===== src/rtl/core/smpc_pkg.sv =====
// shared types and constants of the soil moisture pump controller
package smpc_pkg;

    localparam int ADC_W   = 12;
    localparam int PCT_W   = 7;
    localparam int SUM_W   = 16;
    localparam int CNT_W   = 4;
    localparam int TICK_W  = 16;
    localparam int CFG_W   = 16;
    localparam int IDX_W   = 3;
    localparam int DVD_W   = 19;
    localparam int DVS_W   = 12;
    localparam int IN_W    = 16;
    localparam int OUT_W   = 24;

    // reciprocal multiply for the group average, exact for any 16-bit sum
    localparam int RCP_SHIFT = 20;
    localparam int RCP_W     = RCP_SHIFT + 1;
    localparam int PROD_W    = SUM_W + RCP_W;

    localparam logic [IDX_W-1:0] CFG_DRY   = 3'd0;
    localparam logic [IDX_W-1:0] CFG_WET   = 3'd1;
    localparam logic [IDX_W-1:0] CFG_START = 3'd2;
    localparam logic [IDX_W-1:0] CFG_STOP  = 3'd3;
    localparam logic [IDX_W-1:0] CFG_TICKS = 3'd4;

    localparam logic [ADC_W-1:0]  DRY_RST   = 12'd2460;
    localparam logic [ADC_W-1:0]  WET_RST   = 12'd1788;
    localparam logic [PCT_W-1:0]  START_RST = 7'd30;
    localparam logic [PCT_W-1:0]  STOP_RST  = 7'd40;
    localparam logic [TICK_W-1:0] TICKS_RST = 16'd2000;

    localparam logic [PCT_W-1:0] PCT_FULL  = 7'd100;
    localparam logic [6:0]       PCT_SCALE = 7'd100;

    localparam logic REQ_SAMPLE = 1'b0;
    localparam logic REQ_TICK   = 1'b1;

    typedef struct packed {
        logic accept;
        logic div_pct_start;
        logic load_avg;
        logic load_num;
        logic load_pct;
        logic load_out;
    } t_cmd;

    typedef struct packed {
        logic need_avg;
        logic div_done;
        logic out_free;
    } t_sts;

endpackage


===== src/rtl/core/smpc_div.sv =====
// iterative restoring divider, one quotient bit per cycle
module smpc_div (
    input  logic                        i_clk,
    input  logic                        i_rst_n,
    input  logic                        i_start,
    input  logic [smpc_pkg::DVD_W-1:0]  i_dividend,
    input  logic [smpc_pkg::DVS_W-1:0]  i_divisor,
    output logic                        o_done,
    output logic [smpc_pkg::DVD_W-1:0]  o_quotient
);

    localparam int STEP_W = $clog2(smpc_pkg::DVD_W);
    localparam logic [STEP_W-1:0] LAST_STEP = STEP_W'(smpc_pkg::DVD_W - 1);

    logic                        r_busy;
    logic                        r_done;
    logic [STEP_W-1:0]           r_step;
    logic [smpc_pkg::DVD_W-1:0]  r_quo;
    logic [smpc_pkg::DVS_W-1:0]  r_rem;
    logic [smpc_pkg::DVS_W-1:0]  r_dvs;
    logic [smpc_pkg::DVS_W:0]    w_shift;
    logic                        w_ge;

    assign w_shift = {r_rem, r_quo[smpc_pkg::DVD_W-1]};
    assign w_ge    = w_shift >= {1'b0, r_dvs};

    always_ff @(posedge i_clk) begin
        if (!i_rst_n) begin
            r_busy <= 1'b0;
            r_done <= 1'b0;
            r_step <= '0;
        end else if (i_start) begin
            r_busy <= 1'b1;
            r_done <= 1'b0;
            r_step <= '0;
        end else if (r_busy) begin
            r_step <= r_step + 1'b1;
            if (r_step == LAST_STEP) begin
                r_busy <= 1'b0;
                r_done <= 1'b1;
            end
        end
    end

    always_ff @(posedge i_clk) begin
        if (i_start) begin
            r_quo <= i_dividend;
            r_rem <= '0;
            r_dvs <= i_divisor;
        end else if (r_busy) begin
            r_quo <= {r_quo[smpc_pkg::DVD_W-2:0], w_ge};
            if (w_ge) begin
                r_rem <= smpc_pkg::DVS_W'(w_shift - {1'b0, r_dvs});
            end else begin
                r_rem <= w_shift[smpc_pkg::DVS_W-1:0];
            end
        end
    end

    assign o_done     = r_done;
    assign o_quotient = r_quo;

endmodule


===== src/rtl/core/smpc_datapath.sv =====
// datapath: config registers, sample accumulator, percent mapping, hysteresis, output register
module smpc_datapath #(
    parameter int SAMPLES = 10
) (
    input  logic                        i_clk,
    input  logic                        i_rst_n,
    input  logic                        i_cfg_we,
    input  logic [smpc_pkg::IDX_W-1:0]  i_cfg_idx,
    input  logic [smpc_pkg::CFG_W-1:0]  i_cfg_data,
    input  logic                        i_req_type,
    input  logic [smpc_pkg::ADC_W-1:0]  i_adc_sample,
    input  logic                        i_m_tready,
    input  smpc_pkg::t_cmd              i_cmd,
    output smpc_pkg::t_sts              o_sts,
    output logic                        o_m_tvalid,
    output logic [smpc_pkg::OUT_W-1:0]  o_m_tdata
);

    localparam logic [smpc_pkg::CNT_W:0]   SAMPLES_CNT = (smpc_pkg::CNT_W+1)'(SAMPLES);
    localparam logic [smpc_pkg::RCP_W-1:0] RCP_MUL =
        smpc_pkg::RCP_W'(((1 << smpc_pkg::RCP_SHIFT) + SAMPLES - 1) / SAMPLES);
    localparam logic [smpc_pkg::DVD_W-1:0] PCT_SCALE_W = smpc_pkg::DVD_W'(smpc_pkg::PCT_SCALE);

    logic [smpc_pkg::ADC_W-1:0]  r_dry;
    logic [smpc_pkg::ADC_W-1:0]  r_wet;
    logic [smpc_pkg::PCT_W-1:0]  r_start;
    logic [smpc_pkg::PCT_W-1:0]  r_stop;
    logic [smpc_pkg::TICK_W-1:0] r_ticks;

    logic [smpc_pkg::SUM_W-1:0]  r_sum;
    logic [smpc_pkg::CNT_W-1:0]  r_cnt;
    logic                        r_trig;
    logic [smpc_pkg::TICK_W-1:0] r_pump;
    logic [smpc_pkg::ADC_W-1:0]  r_avg;
    logic [smpc_pkg::PCT_W-1:0]  r_pct;
    logic                        r_avg_flag;
    logic [smpc_pkg::DVD_W-1:0]  r_num;
    logic                        r_neg;
    logic                        r_out_valid;
    logic [smpc_pkg::OUT_W-1:0]  r_out_data;

    logic [smpc_pkg::CNT_W:0]    w_cnt_inc;
    logic                        w_take;
    logic [smpc_pkg::PROD_W-1:0] w_avg_prod;
    logic                        w_div_done;
    logic [smpc_pkg::DVD_W-1:0]  w_quo;
    logic                        w_span_neg;
    logic [smpc_pkg::ADC_W-1:0]  w_span_mag;
    logic                        w_diff_neg;
    logic [smpc_pkg::ADC_W-1:0]  w_diff_mag;
    logic [smpc_pkg::PCT_W-1:0]  w_pct;
    logic                        w_trig_a;
    logic                        w_out_free;

    assign w_cnt_inc = {1'b0, r_cnt} + 1'b1;
    assign w_take    = (i_req_type == smpc_pkg::REQ_SAMPLE) && (r_pump == '0);

    assign o_sts.need_avg = w_take && (w_cnt_inc >= SAMPLES_CNT);
    assign o_sts.div_done = w_div_done;
    assign w_out_free     = !r_out_valid || i_m_tready;
    assign o_sts.out_free = w_out_free;

    // config registers
    always_ff @(posedge i_clk) begin
        if (!i_rst_n) begin
            r_dry   <= smpc_pkg::DRY_RST;
            r_wet   <= smpc_pkg::WET_RST;
            r_start <= smpc_pkg::START_RST;
            r_stop  <= smpc_pkg::STOP_RST;
            r_ticks <= smpc_pkg::TICKS_RST;
        end else if (i_cfg_we) begin
            unique case (i_cfg_idx)
                smpc_pkg::CFG_DRY:   r_dry   <= i_cfg_data[smpc_pkg::ADC_W-1:0];
                smpc_pkg::CFG_WET:   r_wet   <= i_cfg_data[smpc_pkg::ADC_W-1:0];
                smpc_pkg::CFG_START: r_start <= i_cfg_data[smpc_pkg::PCT_W-1:0];
                smpc_pkg::CFG_STOP:  r_stop  <= i_cfg_data[smpc_pkg::PCT_W-1:0];
                smpc_pkg::CFG_TICKS: r_ticks <= i_cfg_data[smpc_pkg::TICK_W-1:0];
                default: ;
            endcase
        end
    end

    // group average by reciprocal multiply
    assign w_avg_prod = r_sum * RCP_MUL;

    // percent divider
    smpc_div u_div (
        .i_clk      (i_clk),
        .i_rst_n    (i_rst_n),
        .i_start    (i_cmd.div_pct_start),
        .i_dividend (r_num),
        .i_divisor  (w_span_mag),
        .o_done     (w_div_done),
        .o_quotient (w_quo)
    );

    assign w_span_neg = r_wet < r_dry;
    assign w_span_mag = w_span_neg ? (r_dry - r_wet) : (r_wet - r_dry);
    assign w_diff_neg = r_avg < r_dry;
    assign w_diff_mag = w_diff_neg ? (r_dry - r_avg) : (r_avg - r_dry);

    always_comb begin
        priority if (w_span_mag == '0 || r_neg) begin
            w_pct = '0;
        end else if (w_quo > smpc_pkg::DVD_W'(smpc_pkg::PCT_FULL)) begin
            w_pct = smpc_pkg::PCT_FULL;
        end else begin
            w_pct = w_quo[smpc_pkg::PCT_W-1:0];
        end
    end

    assign w_trig_a = r_trig || (w_pct < r_start);

    always_ff @(posedge i_clk) begin
        if (!i_rst_n) begin
            r_sum      <= '0;
            r_cnt      <= '0;
            r_trig     <= 1'b0;
            r_pump     <= '0;
            r_avg      <= '0;
            r_pct      <= '0;
            r_avg_flag <= 1'b0;
        end else begin
            if (i_cmd.accept) begin
                r_avg_flag <= o_sts.need_avg;
                if (i_req_type == smpc_pkg::REQ_TICK) begin
                    if (r_pump != '0) begin
                        r_pump <= r_pump - 1'b1;
                    end
                end else if (w_take) begin
                    r_sum <= r_sum + smpc_pkg::SUM_W'(i_adc_sample);
                    r_cnt <= w_cnt_inc[smpc_pkg::CNT_W-1:0];
                end
            end
            if (i_cmd.load_avg) begin
                r_avg <= w_avg_prod[smpc_pkg::RCP_SHIFT +: smpc_pkg::ADC_W];
                r_sum <= '0;
                r_cnt <= '0;
            end
            if (i_cmd.load_pct) begin
                r_pct <= w_pct;
                if (!r_trig && (w_pct < r_start)) begin
                    r_pump <= r_ticks;
                end
                r_trig <= w_trig_a && !(w_pct > r_stop);
            end
        end
    end

    // scaled numerator magnitude and result sign
    always_ff @(posedge i_clk) begin
        if (i_cmd.load_num) begin
            r_num <= smpc_pkg::DVD_W'(w_diff_mag * PCT_SCALE_W);
            r_neg <= w_diff_neg ^ w_span_neg;
        end
    end

    // output register
    always_ff @(posedge i_clk) begin
        if (!i_rst_n) begin
            r_out_valid <= 1'b0;
        end else if (i_cmd.load_out) begin
            r_out_valid <= 1'b1;
        end else if (i_m_tready) begin
            r_out_valid <= 1'b0;
        end
    end

    always_ff @(posedge i_clk) begin
        if (i_cmd.load_out) begin
            r_out_data <= {2'b00, r_pct, r_avg, r_avg_flag, r_trig, (r_pump != '0)};
        end
    end

    assign o_m_tvalid = r_out_valid;
    assign o_m_tdata  = r_out_data;

endmodule


===== src/rtl/core/smpc_ctrl.sv =====
// controller state machine sequencing one request at a time
module smpc_ctrl (
    input  logic            i_clk,
    input  logic            i_rst_n,
    input  logic            i_s_tvalid,
    output logic            o_s_tready,
    input  smpc_pkg::t_sts  i_sts,
    output smpc_pkg::t_cmd  o_cmd
);

    typedef enum logic [5:0] {
        ST_IDLE      = 6'b000001,
        ST_AVG       = 6'b000010,
        ST_MAP       = 6'b000100,
        ST_PCT_START = 6'b001000,
        ST_PCT_WAIT  = 6'b010000,
        ST_DONE      = 6'b100000
    } t_state;

    t_state r_state;
    t_state n_state;
    logic   w_accept;

    assign o_s_tready = (r_state == ST_IDLE);
    assign w_accept   = o_s_tready && i_s_tvalid;

    always_comb begin
        n_state = r_state;
        o_cmd   = '0;
        unique case (r_state)
            ST_IDLE: begin
                o_cmd.accept = w_accept;
                if (w_accept) begin
                    n_state = i_sts.need_avg ? ST_AVG : ST_DONE;
                end
            end
            ST_AVG: begin
                o_cmd.load_avg = 1'b1;
                n_state = ST_MAP;
            end
            ST_MAP: begin
                o_cmd.load_num = 1'b1;
                n_state = ST_PCT_START;
            end
            ST_PCT_START: begin
                o_cmd.div_pct_start = 1'b1;
                n_state = ST_PCT_WAIT;
            end
            ST_PCT_WAIT: begin
                if (i_sts.div_done) begin
                    o_cmd.load_pct = 1'b1;
                    n_state = ST_DONE;
                end
            end
            ST_DONE: begin
                if (i_sts.out_free) begin
                    o_cmd.load_out = 1'b1;
                    n_state = ST_IDLE;
                end
            end
            default: n_state = ST_IDLE;
        endcase
    end

    always_ff @(posedge i_clk) begin
        if (!i_rst_n) begin
            r_state <= ST_IDLE;
        end else begin
            r_state <= n_state;
        end
    end

endmodule


===== src/rtl/core/soil_moisture_pump_controller.sv =====
// top level of the soil moisture pump controller
//
// Requests enter on the s_axis channel: tuser is the request type (0 ADC sample,
// 1 millisecond tick), tdata[11:0] the sample. Every request gives exactly one
// result on m_axis, packed from bit 0: pump_drive, trigger_set, average_ready,
// raw_average[11:0], moisture_percent[6:0].
// A tick or a sample that does not close a group goes from accept straight to the
// done state, which loads the result once the output register is free.
// A sample that closes a group of SAMPLES forms the average with a reciprocal
// multiply, then runs the one-bit-a-cycle divider for the percent; the divider
// takes 19 steps, one per quotient bit, before the result is loaded. One request
// is worked on at a time; tready is high only when the controller is idle.
// The result sits in an output register, so the next request is accepted while
// the receiver stalls; a finished second result then waits until the register
// frees up.
// Configuration writes through i_cfg_we/i_cfg_idx/i_cfg_data, only while idle,
// are the user's duty, not enforced. Synchronous reset restores calibration
// defaults and clears sum, count, trigger, pump timer, last average and percent.
module soil_moisture_pump_controller #(
    parameter int SAMPLES = 10
) (
    input  logic                        i_clk,
    input  logic                        i_rst_n,
    input  logic                        i_cfg_we,
    input  logic [smpc_pkg::IDX_W-1:0]  i_cfg_idx,
    input  logic [smpc_pkg::CFG_W-1:0]  i_cfg_data,
    input  logic                        s_axis_tvalid,
    output logic                        s_axis_tready,
    input  logic [smpc_pkg::IN_W-1:0]   s_axis_tdata,   // adc_sample[11:0]
    input  logic                        s_axis_tuser,   // req_type
    output logic                        m_axis_tvalid,
    input  logic                        m_axis_tready,
    output logic [smpc_pkg::OUT_W-1:0]  m_axis_tdata    // pump_drive, trigger_set,
                                                        // average_ready, raw_average,
                                                        // moisture_percent
);

    smpc_pkg::t_cmd w_cmd;
    smpc_pkg::t_sts w_sts;

    smpc_ctrl u_ctrl (
        .i_clk      (i_clk),
        .i_rst_n    (i_rst_n),
        .i_s_tvalid (s_axis_tvalid),
        .o_s_tready (s_axis_tready),
        .i_sts      (w_sts),
        .o_cmd      (w_cmd)
    );

    smpc_datapath #(
        .SAMPLES (SAMPLES)
    ) u_dp (
        .i_clk        (i_clk),
        .i_rst_n      (i_rst_n),
        .i_cfg_we     (i_cfg_we),
        .i_cfg_idx    (i_cfg_idx),
        .i_cfg_data   (i_cfg_data),
        .i_req_type   (s_axis_tuser),
        .i_adc_sample (s_axis_tdata[smpc_pkg::ADC_W-1:0]),
        .i_m_tready   (m_axis_tready),
        .i_cmd        (w_cmd),
        .o_sts        (w_sts),
        .o_m_tvalid   (m_axis_tvalid),
        .o_m_tdata    (m_axis_tdata)
    );

endmodule

===== config.mk =====
export PLATFORM = sky130hd
export DESIGN_NAME = soil_moisture_pump_controller
export DESIGN_NICKNAME = d
export VERILOG_FILES = /design/src/rtl/core/smpc_pkg.sv /design/src/rtl/core/smpc_div.sv /design/src/rtl/core/smpc_datapath.sv /design/src/rtl/core/smpc_ctrl.sv /design/src/rtl/core/soil_moisture_pump_controller.sv
export SDC_FILE = /design/constraint.sdc
export NUM_CORES = 1
export LEC_CHECK = 0
export BUFFER_PORTS_ARGS = -buffer_cell sky130_fd_sc_hd__buf_2
export CORE_UTILIZATION = 63
export CTS_BUF_LIST = sky130_fd_sc_hd__clkbuf_4 sky130_fd_sc_hd__clkbuf_8 sky130_fd_sc_hd__clkbuf_16
export DETAILED_ROUTE_END_ITERATION = 8
export PLACE_DENSITY = 0.81
export SYNTH_ARGS = -nofsm -noshare
export SYNTH_HDL_FRONTEND = slang
export SYNTH_HIERARCHICAL = 1
export SYNTH_SLANG_ARGS = --single-unit

===== constraint.sdc =====
create_clock -name i_clk -period 12.6 [get_ports i_clk]
set_input_delay 0.63 -clock i_clk [delete_from_list [all_inputs] [get_ports i_clk]]
set_output_delay 0.63 -clock i_clk [all_outputs]
set_load 0.05 [all_outputs]

==> impl_metrics.env <==
export IMPL_drt_iter0_drc=1096
export IMPL_drt_pass1_iterations=5
export IMPL_outcome="finished, final reports clean"
export IMPL_crit_fanout=7
export IMPL_min_period_ps=6800
export IMPL_hold_violations=0
export IMPL_area_growth_pct=7.96
export IMPL_cts_root_buf="clkbuf_16"
export IMPL_finalPower_mw=2.69
export IMPL_rsz0062_at_grt="no"
export IMPL_yosys_area_top_type_share_pct=18.1
export IMPL_clock_sinks=208
export IMPL_avgViaCountPerCell=5.77
export IMPL_postCtsSetupBuffers=0
export IMPL_grt_usage_pct=28.0
export IMPL_layout_common_cells="inv_1 (306), ha_1 (253), nand2_1 (185), dfxtp_1 (137), nor2_1 (94)"
export IMPL_async_flop_share_pct=0
export IMPL_drc_errors=0
export IMPL_path_class="reg2reg"
export IMPL_min_period_over_period_pct=54.0
export IMPL_cts_max_level=1
export IMPL_synth_main_ff_cell="dfxtp_1"
export IMPL_post_route_util_pct=69.8
export IMPL_final_setup_tns_ps=0
export IMPL_via_count=13368
export IMPL_place_congestion=0.924
export IMPL_cts_tree="yes"
export IMPL_netlist_top_cells_area="ha_1 (18%), dfxtp_1 (16%), edfxtp_1 (12%)"
export IMPL_clock_latency_ps=520
export IMPL_grt_max_degree=111
export IMPL_cts_path_max_buffers=3
export IMPL_synth_cell_types=93
export IMPL_coreArea_mm2=0.0271
export IMPL_io_pins=67
export IMPL_grt_pass1_vias=13078
export IMPL_routed_wl_um=39200
export IMPL_cts_buffers_inserted=24
export IMPL_slew_violations=0
export IMPL_final_common_cell="inv_1"
export IMPL_leakage_nw=9.17
export IMPL_dp_hpwl_um=30800
export IMPL_dieHeight_um=169
export IMPL_cpPeakStageDelay_ps=560
export IMPL_place_ws_ps=5890
export IMPL_max_vdd_ir_drop_mv=0.106
export IMPL_cp_required_ps=13000
export IMPL_power_density_mw_per_mm2=142
export IMPL_grt_pass1_wl_um=64300
export IMPL_dieArea_mm2=0.0285
export IMPL_overflow=0
export IMPL_routedWlPerCell_um=16.9
export IMPL_drive_gt1_share_pct=8.48
export IMPL_endpoint_kind="flip-flop"
export IMPL_hold_path_class="in2reg"
export IMPL_finalSetupViolCount=0
export IMPL_rows=60
export IMPL_path_buf_inv=4
export IMPL_numPortBuffers=60
export IMPL_ys_seq_elements=208
export IMPL_antenna_cells=0
export IMPL_setup_ws_ps=5800
export IMPL_hold_buffers=0
export IMPL_cts_resized=0
export IMPL_critPathSlowestCell="fa_1"
export IMPL_start_util_pct=64.6
export IMPL_yosysTopAreaCell="ha_1"
export IMPL_synth_edff_count=71
export IMPL_tightest_slew_ps=1290
export IMPL_nFillCells=2074
export IMPL_die_width_um=169
export IMPL_crit_top_cell="fa_1"
export IMPL_max_clock_freq_ghz=0.147
export IMPL_antenna_found_initial=0
export IMPL_crit_arrival_ps=7200
export IMPL_start_kind="flip-flop"
export IMPL_synthCells=1893
export IMPL_syn_cell_area_mm2=0.0175
export IMPL_clock_skew_ps=12.7
export IMPL_cap_violations=0
export IMPL_critPathTopFamily="adder cells"
export IMPL_syn_avg_cell_area_um2=9.25
export IMPL_ys_warn_count=6
export IMPL_clk_pin_slew_ps=60
export IMPL_relSlewSlack_pct=13.6
export IMPL_seq_area_frac_synth_pct=27.8
export IMPL_nNetsFinal=2314
export IMPL_crit_chain="ha_1 -> inv_1 -> fa_1 -> inv_1 -> fa_1 -> fa_1 -> fa_1 -> inv_1 -> fa_1 -> inv_1 -> ha_1 -> a21o_1 -> a2111oi_0 -> o21ai_0 -> a21oi_1 -> o21ai_0 -> a41oi_1 -> a211oi_1 -> and4_1 -> a311o_1"
export IMPL_ant_nets=0
==> cells by family (layout without fill, tap and decap cells) <==
kind of cell | after synthesis | count (layout) | synth area share, %
AND/OR/NAND/NOR | 492 | 492 | 13.7
flip-flops | 208 | 208 | 27.8
adder cells (fa/ha/maj) | 345 | 345 | 28.6
other | 1 | 4 | 0.0214
AO/OA/AOI/OAI | 332 | 332 | 13.4
buffers and inverters | 363 | 413 | 8.20
XOR/XNOR | 91 | 91 | 4.55
multiplexers | 61 | 61 | 3.64
==> stage by stage <==
stage | hold WS (ps) | std cells | instance area, µm²
after floorplan | 401 | 1896 | 17500
after global placement | 407 | 2274 | 18000
after detailed placement | 412 | 2274 | 18000
after CTS | 347 | 2318 | 18900
after global routing | 354 | 2318 | 18900
final | 366 | 2318 | 18900
==> tightest hold or removal path: cells and delay by family <==
kind / cells / cell delay, ps
buf+inv: 1 / 100
compound gates: 1 / 60
simple gates: 1 / 40
==> sequential cells by signal (all words and copies together), names as in the netlist, 4 cells and up <==
name,flops
u_dp/r_stop,7
u_dp/r_pump,16
u_dp/u_div/r_rem,12
u_dp/r_start,7
u_dp/r_cnt,4
u_dp/r_ticks,16
u_dp/r_dry,12
u_dp/u_div/r_step,5
u_ctrl/r_state,6
u_dp/r_pct,7
u_dp/o_m_tdata,22
u_dp/r_sum,16
u_dp/r_num,17
u_dp/u_div/r_dvs,12
u_dp/u_div/o_quotient,19
u_dp/r_wet,12
u_dp/r_avg,12
==> final timing paths <==
check / from / end / slack, ps / cells after the start
worst max-delay path: u_dp/r_sum[8]$_SDFFE_PP0P_ / u_dp/r_avg[10]$_SDFFE_PN0P_ / 5800 / 20
worst min-delay path: i_cfg_data[15] / u_dp/r_ticks[15]$_SDFFE_PN0P_ / 370 / 3
worst max register to register: u_dp/r_sum[8]$_SDFFE_PP0P_ / u_dp/r_avg[10]$_SDFFE_PN0P_ / 5800 / 20
worst min register to register: u_dp/r_pct[1]$_SDFFE_PN0P_ / u_dp/o_m_tdata[16]$_DFFE_PP_ / 430 / 0
==> where the power goes <==
part / total, mW / internal, mW / switching, mW / leakage [nW]
Sequential: 0.812 / 0.751 / 0.0604 / 1.75
Clock: 0.752 / 0.456 / 0.297 / 0.428
Combinational: 1.13 / 0.470 / 0.659 / 6.99
Total: 2.69 / 1.68 / 1.02 / 9.17
==> routing by layer <==
metal | vias to the layer above | share of wire [%] | global-route usage, %
met5 | - | 0 | 0
li1 | 6497 | - | -
met1 | 6429 | 44 | 37.6
met4 | 0 | 2.0 | 8.10
met2 | 382 | 48 | 47.1
met3 | 60 | 6.0 | 4.04
==> synth_stat cells, drive strengths merged, types with 4 or more instances <==
cell type and n:
a211oi 21, a21boi 29, a21o 25, a21oi 71
a31o 6, a31oi 10, a32o 4, and2 16
and3 8, buf 19, clkbuf 38, dfxtp 137
edfxtp 71, fa 92, ha 253, inv 306
mux2 22, mux2i 39, nand2 185, nand2b 18
nand3 43, nand3b 6, nand4 9, nor2 97
nor2b 29, nor3 27, nor3b 6, nor4 8
nor4b 5, o211a 6, o211ai 23, o21a 16
o21ai 61, o21bai 8, o311ai 5, o31a 4
o31ai 4, or2 8, or3 9, or4 5
xnor2 60, xor2 31
==> final cells by class <==
class	count	area, µm²	area share (%)
repair buffers	63	323	1.71
multi-input cells	1325	11200	59.4
flip-flops and latches	208	4870	25.8
well taps	372	465	2.46
inverters	306	1150	6.08
clock inverters	12	140	0.741
clock buffers	32	732	3.87
No activity file was read; power rests on OpenSTA's default activity.
